### src/rtl/bs_pkg.sv
// Shared types and constants for the bitonic sorter.
package bs_pkg;

  localparam int DATA_W = 32;
  localparam int SIZE_W = 3;
  localparam logic [SIZE_W-1:0] SIZE_RESET = 3'd6;

  // APB register map
  localparam int APB_AW = 3;
  localparam int APB_DW = 32;
  localparam int IDX_W  = 1;
  localparam logic [IDX_W-1:0] REG_SIZE_LOG2 = 1'd0;

  // write data source for the value store
  typedef enum logic [1:0] {
    WSEL_LOAD   = 2'd0,
    WSEL_FIRST  = 2'd1,
    WSEL_SECOND = 2'd2
  } wr_sel_e;

  typedef struct packed {
    logic    rd_en;
    logic    wr_en;
    wr_sel_e wr_sel;
    logic    dir_desc;
    logic    out_load;
  } bs_cmd_t;

endpackage

### src/rtl/bs_in_if.sv
// Input channel: one unsorted value per beat.
interface bs_in_if import bs_pkg::*; ();
  logic                     valid;
  logic                     ready;
  logic signed [DATA_W-1:0] value;

  modport source (output valid, output value, input ready);
  modport sink   (input valid, input value, output ready);
endinterface

### src/rtl/bs_out_if.sv
// Output channel: one sorted value per beat, last marks the end of a run.
interface bs_out_if import bs_pkg::*; ();
  logic                     valid;
  logic                     ready;
  logic signed [DATA_W-1:0] sorted_value;
  logic                     last;

  modport source (output valid, output sorted_value, output last, input ready);
  modport sink   (input valid, input sorted_value, input last, output ready);
endinterface

### src/rtl/bs_datapath.sv
// Value store, compare-exchange unit and output payload register.
module bs_datapath import bs_pkg::*; #(
  parameter int MAX_LOG2 = 6
) (
  input  logic                     clk_i,
  input  bs_cmd_t                  cmd_i,
  input  logic [MAX_LOG2-1:0]      rd_a_addr_i,
  input  logic [MAX_LOG2-1:0]      rd_b_addr_i,
  input  logic [MAX_LOG2-1:0]      wr_addr_i,
  input  logic signed [DATA_W-1:0] in_value_i,
  output logic signed [DATA_W-1:0] sorted_value_o
);

  localparam int DEPTH = 1 << MAX_LOG2;

  logic signed [DATA_W-1:0] mem_q [DEPTH];
  logic signed [DATA_W-1:0] rd_a_q, rd_b_q, hold_q, out_q;
  logic signed [DATA_W-1:0] first, second, wdata;
  logic                     swap;

  // swap when the pair's order disagrees with the block direction
  always_comb begin
    swap   = ((rd_a_q > rd_b_q) == !cmd_i.dir_desc);
    first  = swap ? rd_b_q : rd_a_q;
    second = swap ? rd_a_q : rd_b_q;
    case (cmd_i.wr_sel)
      WSEL_LOAD:   wdata = in_value_i;
      WSEL_FIRST:  wdata = first;
      WSEL_SECOND: wdata = hold_q;
      default:     wdata = in_value_i;
    endcase
  end

  always_ff @(posedge clk_i) begin
    if (cmd_i.wr_en) begin
      mem_q[wr_addr_i] <= wdata;
    end
    if (cmd_i.rd_en) begin
      rd_a_q <= mem_q[rd_a_addr_i];
      rd_b_q <= mem_q[rd_b_addr_i];
    end
    if (cmd_i.wr_en && (cmd_i.wr_sel == WSEL_FIRST)) begin
      hold_q <= second;
    end
    if (cmd_i.out_load) begin
      out_q <= rd_a_q;
    end
  end

  assign sorted_value_o = out_q;

endmodule

### src/rtl/bs_ctrl.sv
// Sequencer: load counting, network stage/pass/pair walk, output draining.
module bs_ctrl import bs_pkg::*; #(
  parameter int MAX_LOG2 = 6
) (
  input  logic                clk_i,
  input  logic                rst_ni,
  input  logic [SIZE_W-1:0]   size_log2_i,
  input  logic                cfg_clear_i,
  input  logic                in_valid_i,
  output logic                in_ready_o,
  input  logic                out_ready_i,
  output logic                out_valid_o,
  output logic                out_last_o,
  output bs_cmd_t             cmd_o,
  output logic [MAX_LOG2-1:0] rd_a_addr_o,
  output logic [MAX_LOG2-1:0] rd_b_addr_o,
  output logic [MAX_LOG2-1:0] wr_addr_o
);

  localparam int AW = MAX_LOG2;
  localparam int SW = $clog2(MAX_LOG2 + 1);

  typedef enum logic [6:0] {
    ST_LOAD     = 7'b0000001,
    ST_CX_RD    = 7'b0000010,
    ST_CX_WR1   = 7'b0000100,
    ST_CX_WR2   = 7'b0001000,
    ST_OUT_RD   = 7'b0010000,
    ST_OUT_CAP  = 7'b0100000,
    ST_OUT_HOLD = 7'b1000000
  } state_e;

  state_e          state_q, state_d;
  logic [AW:0]     cnt_q, cnt_d;
  logic [SW-1:0]   s_q, s_d, p_q, p_d, k;
  logic [AW-1:0]   m_q, m_d, oidx_q, oidx_d;
  logic            out_valid_q, out_valid_d, last_q, last_d;
  logic [AW:0]     n, n_m1, half_m1;
  logic [AW-1:0]   pair_dist, mask, pair_i, pair_j;
  logic [AW:0]     iext;

  assign k       = (size_log2_i > SIZE_W'(MAX_LOG2)) ? SW'(MAX_LOG2) : SW'(size_log2_i);
  assign n       = (AW+1)'(1) << k;
  assign n_m1    = n - (AW+1)'(1);
  assign half_m1 = (n >> 1) - (AW+1)'(1);

  // pair index m -> (i, i+d): insert a zero at bit p
  assign pair_dist = AW'(1) << p_q;
  assign mask      = pair_dist - AW'(1);
  assign pair_i    = ((m_q << 1) & ~(mask | pair_dist)) | (m_q & mask);
  assign pair_j    = pair_i | pair_dist;
  assign iext      = {1'b0, pair_i};

  always_comb begin
    state_d     = state_q;
    cnt_d       = cnt_q;
    s_d         = s_q;
    p_d         = p_q;
    m_d         = m_q;
    oidx_d      = oidx_q;
    out_valid_d = out_valid_q;
    last_d      = last_q;
    cmd_o          = '0;
    cmd_o.wr_sel   = WSEL_LOAD;
    cmd_o.dir_desc = iext[s_q];
    rd_a_addr_o = pair_i;
    rd_b_addr_o = pair_j;
    wr_addr_o   = pair_j;

    unique case (state_q)
      ST_LOAD: begin
        wr_addr_o = cnt_q[AW-1:0];
        if (in_valid_i) begin
          cmd_o.wr_en = 1'b1;
          if (cnt_q == n_m1) begin
            cnt_d   = '0;
            s_d     = SW'(1);
            p_d     = '0;
            m_d     = '0;
            oidx_d  = '0;
            state_d = (k == '0) ? ST_OUT_RD : ST_CX_RD;
          end else begin
            cnt_d = cnt_q + (AW+1)'(1);
          end
        end
        if (cfg_clear_i) begin
          cnt_d = '0;
        end
      end
      ST_CX_RD: begin
        cmd_o.rd_en = 1'b1;
        state_d     = ST_CX_WR1;
      end
      ST_CX_WR1: begin
        cmd_o.wr_en  = 1'b1;
        cmd_o.wr_sel = WSEL_FIRST;
        wr_addr_o    = pair_i;
        state_d      = ST_CX_WR2;
      end
      ST_CX_WR2: begin
        cmd_o.wr_en  = 1'b1;
        cmd_o.wr_sel = WSEL_SECOND;
        state_d      = ST_CX_RD;
        if (m_q == half_m1[AW-1:0]) begin
          m_d = '0;
          if (p_q == '0) begin
            if (s_q == k) begin
              state_d = ST_OUT_RD;
            end else begin
              s_d = s_q + SW'(1);
              p_d = s_q;
            end
          end else begin
            p_d = p_q - SW'(1);
          end
        end else begin
          m_d = m_q + AW'(1);
        end
      end
      ST_OUT_RD: begin
        cmd_o.rd_en = 1'b1;
        rd_a_addr_o = oidx_q;
        rd_b_addr_o = oidx_q;
        state_d     = ST_OUT_CAP;
      end
      ST_OUT_CAP: begin
        cmd_o.out_load = 1'b1;
        out_valid_d    = 1'b1;
        last_d         = (oidx_q == n_m1[AW-1:0]);
        state_d        = ST_OUT_HOLD;
      end
      ST_OUT_HOLD: begin
        if (out_ready_i) begin
          out_valid_d = 1'b0;
          if (last_q) begin
            state_d = ST_LOAD;
          end else begin
            oidx_d  = oidx_q + AW'(1);
            state_d = ST_OUT_RD;
          end
        end
      end
      default: begin
        state_d = ST_LOAD;
      end
    endcase
  end

  always_ff @(posedge clk_i or negedge rst_ni) begin
    if (!rst_ni) begin
      state_q     <= ST_LOAD;
      cnt_q       <= '0;
      s_q         <= '0;
      p_q         <= '0;
      m_q         <= '0;
      oidx_q      <= '0;
      out_valid_q <= 1'b0;
      last_q      <= 1'b0;
    end else begin
      state_q     <= state_d;
      cnt_q       <= cnt_d;
      s_q         <= s_d;
      p_q         <= p_d;
      m_q         <= m_d;
      oidx_q      <= oidx_d;
      out_valid_q <= out_valid_d;
      last_q      <= last_d;
    end
  end

  assign in_ready_o  = (state_q == ST_LOAD);
  assign out_valid_o = out_valid_q;
  assign out_last_o  = last_q;

`ifndef SYNTHESIS
  a_no_load_while_draining: assert property (@(posedge clk_i) disable iff (!rst_ni)
    !(in_ready_o && out_valid_o))
    else $error("input ready while an output beat is pending");

  a_pair_in_batch: assert property (@(posedge clk_i) disable iff (!rst_ni)
    (state_q == ST_CX_RD) |-> ({1'b0, pair_j} < n))
    else $error("compare-exchange pair outside the batch");

  a_last_returns_to_load: assert property (@(posedge clk_i) disable iff (!rst_ni)
    (out_valid_q && out_ready_i && last_q) |=> (state_q == ST_LOAD && cnt_q == '0))
    else $error("no clean restart after the last beat");

  a_count_below_size: assert property (@(posedge clk_i) disable iff (!rst_ni)
    (state_q == ST_LOAD) |-> (cnt_q < n))
    else $error("load count reached the batch size");
`endif

endmodule

### src/rtl/bitonic_sorter.sv
// Bitonic sorter top level: APB register, controller and datapath.
//
// Collects a batch of 2^k signed 32-bit values, one per input beat, where
// k = min(size_log2, MAX_LOG2). After the final value of the batch is taken
// the block runs a bitonic network over the single-port-write value store
// and then streams the batch out in ascending order, last set on the final
// beat. No input is taken from the last load beat until the last output
// beat is accepted. For a batch of n = 2^k values the block first loads n
// beats, then does each compare-exchange in turn (read both, write low,
// write high) over k(k+1)/2 passes of n/2 pairs, then reads, captures and
// hands off each output beat; the single store write port sets the
// compare-exchange cost. size_log2 sits at byte address 0 (reset 6; values
// above MAX_LOG2 act as MAX_LOG2); writing it restarts the batch count and
// is only allowed while the block waits for input. The store has no reset.
module bitonic_sorter import bs_pkg::*; #(
  parameter int MAX_LOG2 = 6
) (
  input  logic              clk_i,
  input  logic              rst_ni,
  input  logic              psel,
  input  logic              penable,
  input  logic              pwrite,
  input  logic [APB_AW-1:0] paddr,
  input  logic [APB_DW-1:0] pwdata,
  output logic [APB_DW-1:0] prdata,
  output logic              pready,
  bs_in_if.sink             in_i,
  bs_out_if.source          out_o
);

  logic [SIZE_W-1:0]   size_log2_q, size_log2_d;
  logic                cfg_we;
  logic [IDX_W-1:0]    reg_idx;
  bs_cmd_t             cmd;
  logic [MAX_LOG2-1:0] rd_a_addr, rd_b_addr, wr_addr;

  // register index is the word address
  assign reg_idx = paddr[APB_AW-1:2];
  assign cfg_we  = psel && penable && pwrite && (reg_idx == REG_SIZE_LOG2);
  assign pready  = 1'b1;
  assign prdata  = (reg_idx == REG_SIZE_LOG2) ? APB_DW'(size_log2_q) : '0;

  assign size_log2_d = cfg_we ? pwdata[SIZE_W-1:0] : size_log2_q;

  always_ff @(posedge clk_i or negedge rst_ni) begin
    if (!rst_ni) begin
      size_log2_q <= SIZE_RESET;
    end else begin
      size_log2_q <= size_log2_d;
    end
  end

  bs_ctrl #(
    .MAX_LOG2 (MAX_LOG2)
  ) u_ctrl (
    .clk_i       (clk_i),
    .rst_ni      (rst_ni),
    .size_log2_i (size_log2_q),
    .cfg_clear_i (cfg_we),
    .in_valid_i  (in_i.valid),
    .in_ready_o  (in_i.ready),
    .out_ready_i (out_o.ready),
    .out_valid_o (out_o.valid),
    .out_last_o  (out_o.last),
    .cmd_o       (cmd),
    .rd_a_addr_o (rd_a_addr),
    .rd_b_addr_o (rd_b_addr),
    .wr_addr_o   (wr_addr)
  );

  bs_datapath #(
    .MAX_LOG2 (MAX_LOG2)
  ) u_datapath (
    .clk_i          (clk_i),
    .cmd_i          (cmd),
    .rd_a_addr_i    (rd_a_addr),
    .rd_b_addr_i    (rd_b_addr),
    .wr_addr_i      (wr_addr),
    .in_value_i     (in_i.value),
    .sorted_value_o (out_o.sorted_value)
  );

endmodule

### src/flat_wrapper.sv
// flat-port wrapper written by rule: the top's interface ports become plain ports
module bitonic_sorter_flat import bs_pkg::*;
#(
  parameter int MAX_LOG2 = 6
)
  (clk_i, rst_ni, psel, penable, pwrite, paddr, pwdata, prdata, pready, in_i_valid, in_i_value, in_i_ready, out_o_valid, out_o_sorted_value, out_o_last, out_o_ready);
  bs_in_if in_i_i ();
  bs_out_if out_o_i ();
  input  logic clk_i;
  input  logic rst_ni;
  input  logic psel;
  input  logic penable;
  input  logic pwrite;
  input  logic [APB_AW-1:0] paddr;
  input  logic [APB_DW-1:0] pwdata;
  output logic [APB_DW-1:0] prdata;
  output logic pready;
  input wire logic [$bits(in_i_i.valid)-1:0] in_i_valid;
  input wire logic [$bits(in_i_i.value)-1:0] in_i_value;
  output wire logic [$bits(in_i_i.ready)-1:0] in_i_ready;
  output wire logic [$bits(out_o_i.valid)-1:0] out_o_valid;
  output wire logic [$bits(out_o_i.sorted_value)-1:0] out_o_sorted_value;
  output wire logic [$bits(out_o_i.last)-1:0] out_o_last;
  input wire logic [$bits(out_o_i.ready)-1:0] out_o_ready;
  assign in_i_i.valid = in_i_valid;
  assign in_i_i.value = in_i_value;
  assign in_i_ready = in_i_i.ready;
  assign out_o_valid = out_o_i.valid;
  assign out_o_sorted_value = out_o_i.sorted_value;
  assign out_o_last = out_o_i.last;
  assign out_o_i.ready = out_o_ready;
  bitonic_sorter #(.MAX_LOG2(MAX_LOG2)) u_core (.clk_i(clk_i), .rst_ni(rst_ni), .psel(psel), .penable(penable), .pwrite(pwrite), .paddr(paddr), .pwdata(pwdata), .prdata(prdata), .pready(pready), .in_i(in_i_i), .out_o(out_o_i));
endmodule
### config.mk
export PLATFORM = sky130hd
export DESIGN_NAME = bitonic_sorter_flat
export DESIGN_NICKNAME = d
export VERILOG_FILES = /design/src/rtl/bs_pkg.sv /design/src/rtl/bs_in_if.sv /design/src/rtl/bs_out_if.sv /design/src/rtl/bs_datapath.sv /design/src/rtl/bs_ctrl.sv /design/src/rtl/bitonic_sorter.sv /design/src/flat_wrapper.sv
export SDC_FILE = /design/constraint.sdc
export NUM_CORES = 2
export LEC_CHECK = 0
export BUFFER_PORTS_ARGS = -buffer_cell sky130_fd_sc_hd__buf_2
export CAP_MARGIN = 5
export CORE_ASPECT_RATIO = 1.2
export CORE_MARGIN = 3
export CORE_UTILIZATION = 48
export DETAILED_ROUTE_END_ITERATION = 7
export PLACE_DENSITY_LB_ADDON = 0.05
export SYNTH_ARGS = -nofsm -noshare
export SYNTH_HDL_FRONTEND = slang
export SYNTH_HIERARCHICAL = 1
export SYNTH_SLANG_ARGS = --single-unit
### constraint.sdc
create_clock -name clk_i -period 15.45 [get_ports clk_i]
set_input_delay 2.3175 -clock clk_i [delete_from_list [all_inputs] [get_ports clk_i]]
set_output_delay 2.3175 -clock clk_i [all_outputs]
set_load 0.05 [all_outputs]
==> flow_summary.ini <==
[power]
swShare_pct = 34.3
comb_power_share_pct = 44.5
pwr-share-clk_pct = 23.5
peakVddDrop_uv = 281
p_leak_nw = 35.9
p_seq_share_pct = 32.0
power_density_nw_per_um2 = 193
internal_power_mw = 14.6
p_sw_mw = 7.61
power_mw = 22.2

[timing]
hold_violations = 0
min_period_ns = 6.72
final.setup.tns_ns = 0
setup_ws_ns = 8.73
worstMarginPinSlew_ns = 1.44
rsz0062_at_grt = no
min_period_over_period_pct = 43.5
fin_hold_ws_ns = 0.481
drv_slew = 0
setup_viol_count_final = 0
fin_skew_ns = 0.0443
fmax_ghz = 0.149
maxSlewHeadroom_pct = 3.83

[clock_network]
postCtsHoldBufs = 0
cts_buffer_depth = 3
htree_levels = 4
ctsResizeCount = 0
cts-root-buf = clkbuf_16
worstSkewPairLatency_ns = 0.89
tritoncts = yes
postCtsSetupBuffers = 0
cts_sinks = 2213
clk_pin_slew_worst_paths_ns = 0.06
cts_made_buffers = 222

[synth]
seq_area_frac_synth_pct = 64.1
synth_area_um2 = 103000
synth_edf_count = 2176
synth_seq_cells = 2213
syn-instance-count = 4730
async_reset_ff_share_pct = 1.67
synth_top_flop_cell = edfxtp_1
synth.distinct_cells = 82
yosysWarningCount = 6
syn_avg_cell_area_um2 = 21.9

[grt]
grt_pass1_wl_um = 439000
antenna_found_initial = 24
grt_use_total_pct = 28.7
grt_max_degree = 119
overflow = 0
grt_pass1_vias = 55429

[critical_path]
end_kind = register
cp.required_ns = 16.02
worstSetupStartpoint = u_core/u_ctrl/p_q[0]
r2r-start = u_core/u_ctrl/p_q[0]
crit_type = register to register
cp.arrival_ns = 7.29
worst_setup_path_start_kind = register
cp_max_fo = 28

[floorplan]
die_h_um = 514
boundaryPins = 142
core-area_um2 = 214000
fp-row-count = 186
dieArea_um2 = 221000
chipWidth_um = 430
initial_core_util_pct = 48.3

[routing]
vias_per_cell = 6.91
ant_nets = 0
drt-total-wl_um = 313000
via_count = 54390
wl_per_cell_um = 39.8
first_iter_violations = 6529
firstDrtPassIters = 8
post-route-drc-count = 0

[worst_hold_path]
min_from = u_core/u_ctrl/out_valid_o
hp-class = register to register

[placed_design]
gp_congestion = 0.814
io_buffer_count = 80
pre_cts_ws_ns = 8.62
dp_hpwl_um = 173000

[layout]
drive_gt1_share_pct = 41.0
nets = 4984
nFillCells = 16341
area_delta_synth_final_pct = 11.3

[run_status]
status = complete, no violations

[flow_run]
max_cap_viol_count = 0
## cell usage in the layout, fill, tap and decap left out, types with 10 or more instances in the layout
master | synthesis | layout
edfxtp_1 | 2176 | 2176
mux4_2 | 1323 | 1323
clkbuf_16 | 0 | 226
buf_4 | 33 | 166
buf_2 | 112 | 80
o21ai_0 | 109 | 76
clkinv_1 | 0 | 70
nand2_1 | 63 | 63
nor2_4 | 0 | 62
inv_1 | 61 | 60
mux2i_1 | 58 | 58
ha_1 | 56 | 56
clkbuf_1 | 206 | 54
clkinv_2 | 0 | 40
a22oi_1 | 40 | 40
mux2_2 | 40 | 40
dfrtp_1 | 34 | 34
a21oi_1 | 39 | 34
o21ai_4 | 0 | 33
conb_1 | 2 | 30
nor2_1 | 91 | 29
nand3_1 | 24 | 24
mux2_4 | 19 | 19
nand4_1 | 14 | 14
bufinv_16 | 0 | 13
nand2b_1 | 12 | 12
nor3_1 | 14 | 12
nor2b_1 | 11 | 10
## worst max-delay path, stage by stage, from the launching register on
cell and delay, ns:
dfrtp_1 0.42, inv_1 0.14, ha_1 0.30, nand2b_1 0.41
ha_1 0.27, inv_1 0.05, ha_1 0.26, a22oi_1 0.20
a21oi_4 0.89, buf_4 0.72, buf_4 0.74, buf_4 0.57
mux4_2 0.57, mux2_2 0.39, nand2_1 0.11, o21ai_0 0.16
## Yosys cell counts, drive strengths merged, types with 4 or more instances
cell type  instances  area, um2
edfxtp          2176      65300
mux4            1323      29800
clkbuf           206        773
buf              177        951
o21ai            113        566
nor2              91        342
inv               63        236
nand2             63        236
mux2              59        736
mux2i             58        581
ha                56        701
a21oi             40        204
a22oi             40        300
dfrtp             34        851
nand3             24        120
nor3              15       80.1
nand4             14       87.6
a31oi             13       87.6
nand2b            12       75.1
nor2b             11       68.8
or4               11       90.1
or3                8       50.1
xnor2              8       70.1
nand4b             7       76.3
nor4               7       43.8
xor2               7       61.3
o211ai             6       45.0
o21a               6       45.0
and3               5       36.3
nand3b             5       37.5
o31ai              5       37.5
or2                5       31.3
a21o               4       30.0
## area by class of cell
class / count / area, um2 / area share (%)
clock buffer: 282 / 5890 / 5.12
timing repair buffer: 255 / 1830 / 1.59
sequential: 2213 / 66300 / 57.6
multi-input combinational: 2099 / 36300 / 31.5
tap: 2820 / 3530 / 3.07
antenna: 2 / 5.00 / 0.00435
inverter: 63 / 236 / 0.206
clock inverter: 136 / 1030 / 0.896
## state kept, by name, summed over array words and instances (netlist names), 6 cells and up
name and count:
u_core/u_datapath/mem_q 2048, u_core/u_datapath/rd_a_q 32, u_core/u_datapath/sorted_value_o 32, u_core/u_ctrl/state_q 7, u_core/u_ctrl/m_q 6, u_core/u_ctrl/oidx_q 6, u_core/u_datapath/hold_q 32, u_core/u_datapath/rd_b_q 32
u_core/u_ctrl/cnt_q 7
## power by group through the flow
stage / combinational [mW] / clock (mW) / sequential, mW
2_1_floorplan: 6.91 / 0 / 7.19
6_report: 9.87 / 5.20 / 7.10
3_3_place_gp: 9.92 / 0 / 7.21
3_5_place_dp: 9.92 / 0 / 7.23
4_1_cts: 9.94 / 5.30 / 7.10
5_1_grt: 10.4 / 5.55 / 7.12
## per-stage QoR
stage / std cells / area [um2] / util (%)
6_report: 7870 / 115000 / 53.7
5_1_grt: 7869 / 115000 / 53.7
4_1_cts: 7868 / 115000 / 53.7
3_5_place_dp: 7450 / 108000 / 50.5
3_3_place_gp: 7450 / 108000 / 50.5
2_1_floorplan: 4758 / 103000 / -
## metal layers
metal  track usage [%]  vias up  share of wire, %
met5                 0        -            0.0048
met4              7.35        2               2.7
met3              4.81      458               7.7
met2              46.9     2399                50
met1              40.6    30372                40
li1                  -    21159                 -
## final timing paths
check | cells after the start | slack [ns] | endpoint
max | 15 | 8.73 | u_core/u_datapath/rd_a_q[6]
min | 1 | 0.48 | u_core/u_ctrl/out_valid_o
max reg2reg | 15 | 8.73 | u_core/u_datapath/rd_a_q[6]
min reg2reg | 1 | 0.48 | u_core/u_ctrl/out_valid_o
max in group asynchronous | 1 | 13.30 | u_core/u_ctrl/cnt_q[6]
min in group asynchronous | 1 | 1.58 | u_core/u_ctrl/oidx_q[4]
## kinds of logic after synthesis
kind of cell | share of synthesized area (%)
buffers and inverters | 1.90
multiplexers | 30.1
flip-flops | 64.1
AND/OR/NAND/NOR | 1.48
XOR/XNOR | 0.149
other | 0.00726
AO/OA/AOI/OAI | 1.59
adder cells (fa/ha/maj) | 0.678
(Power assumes the default switching activity.)
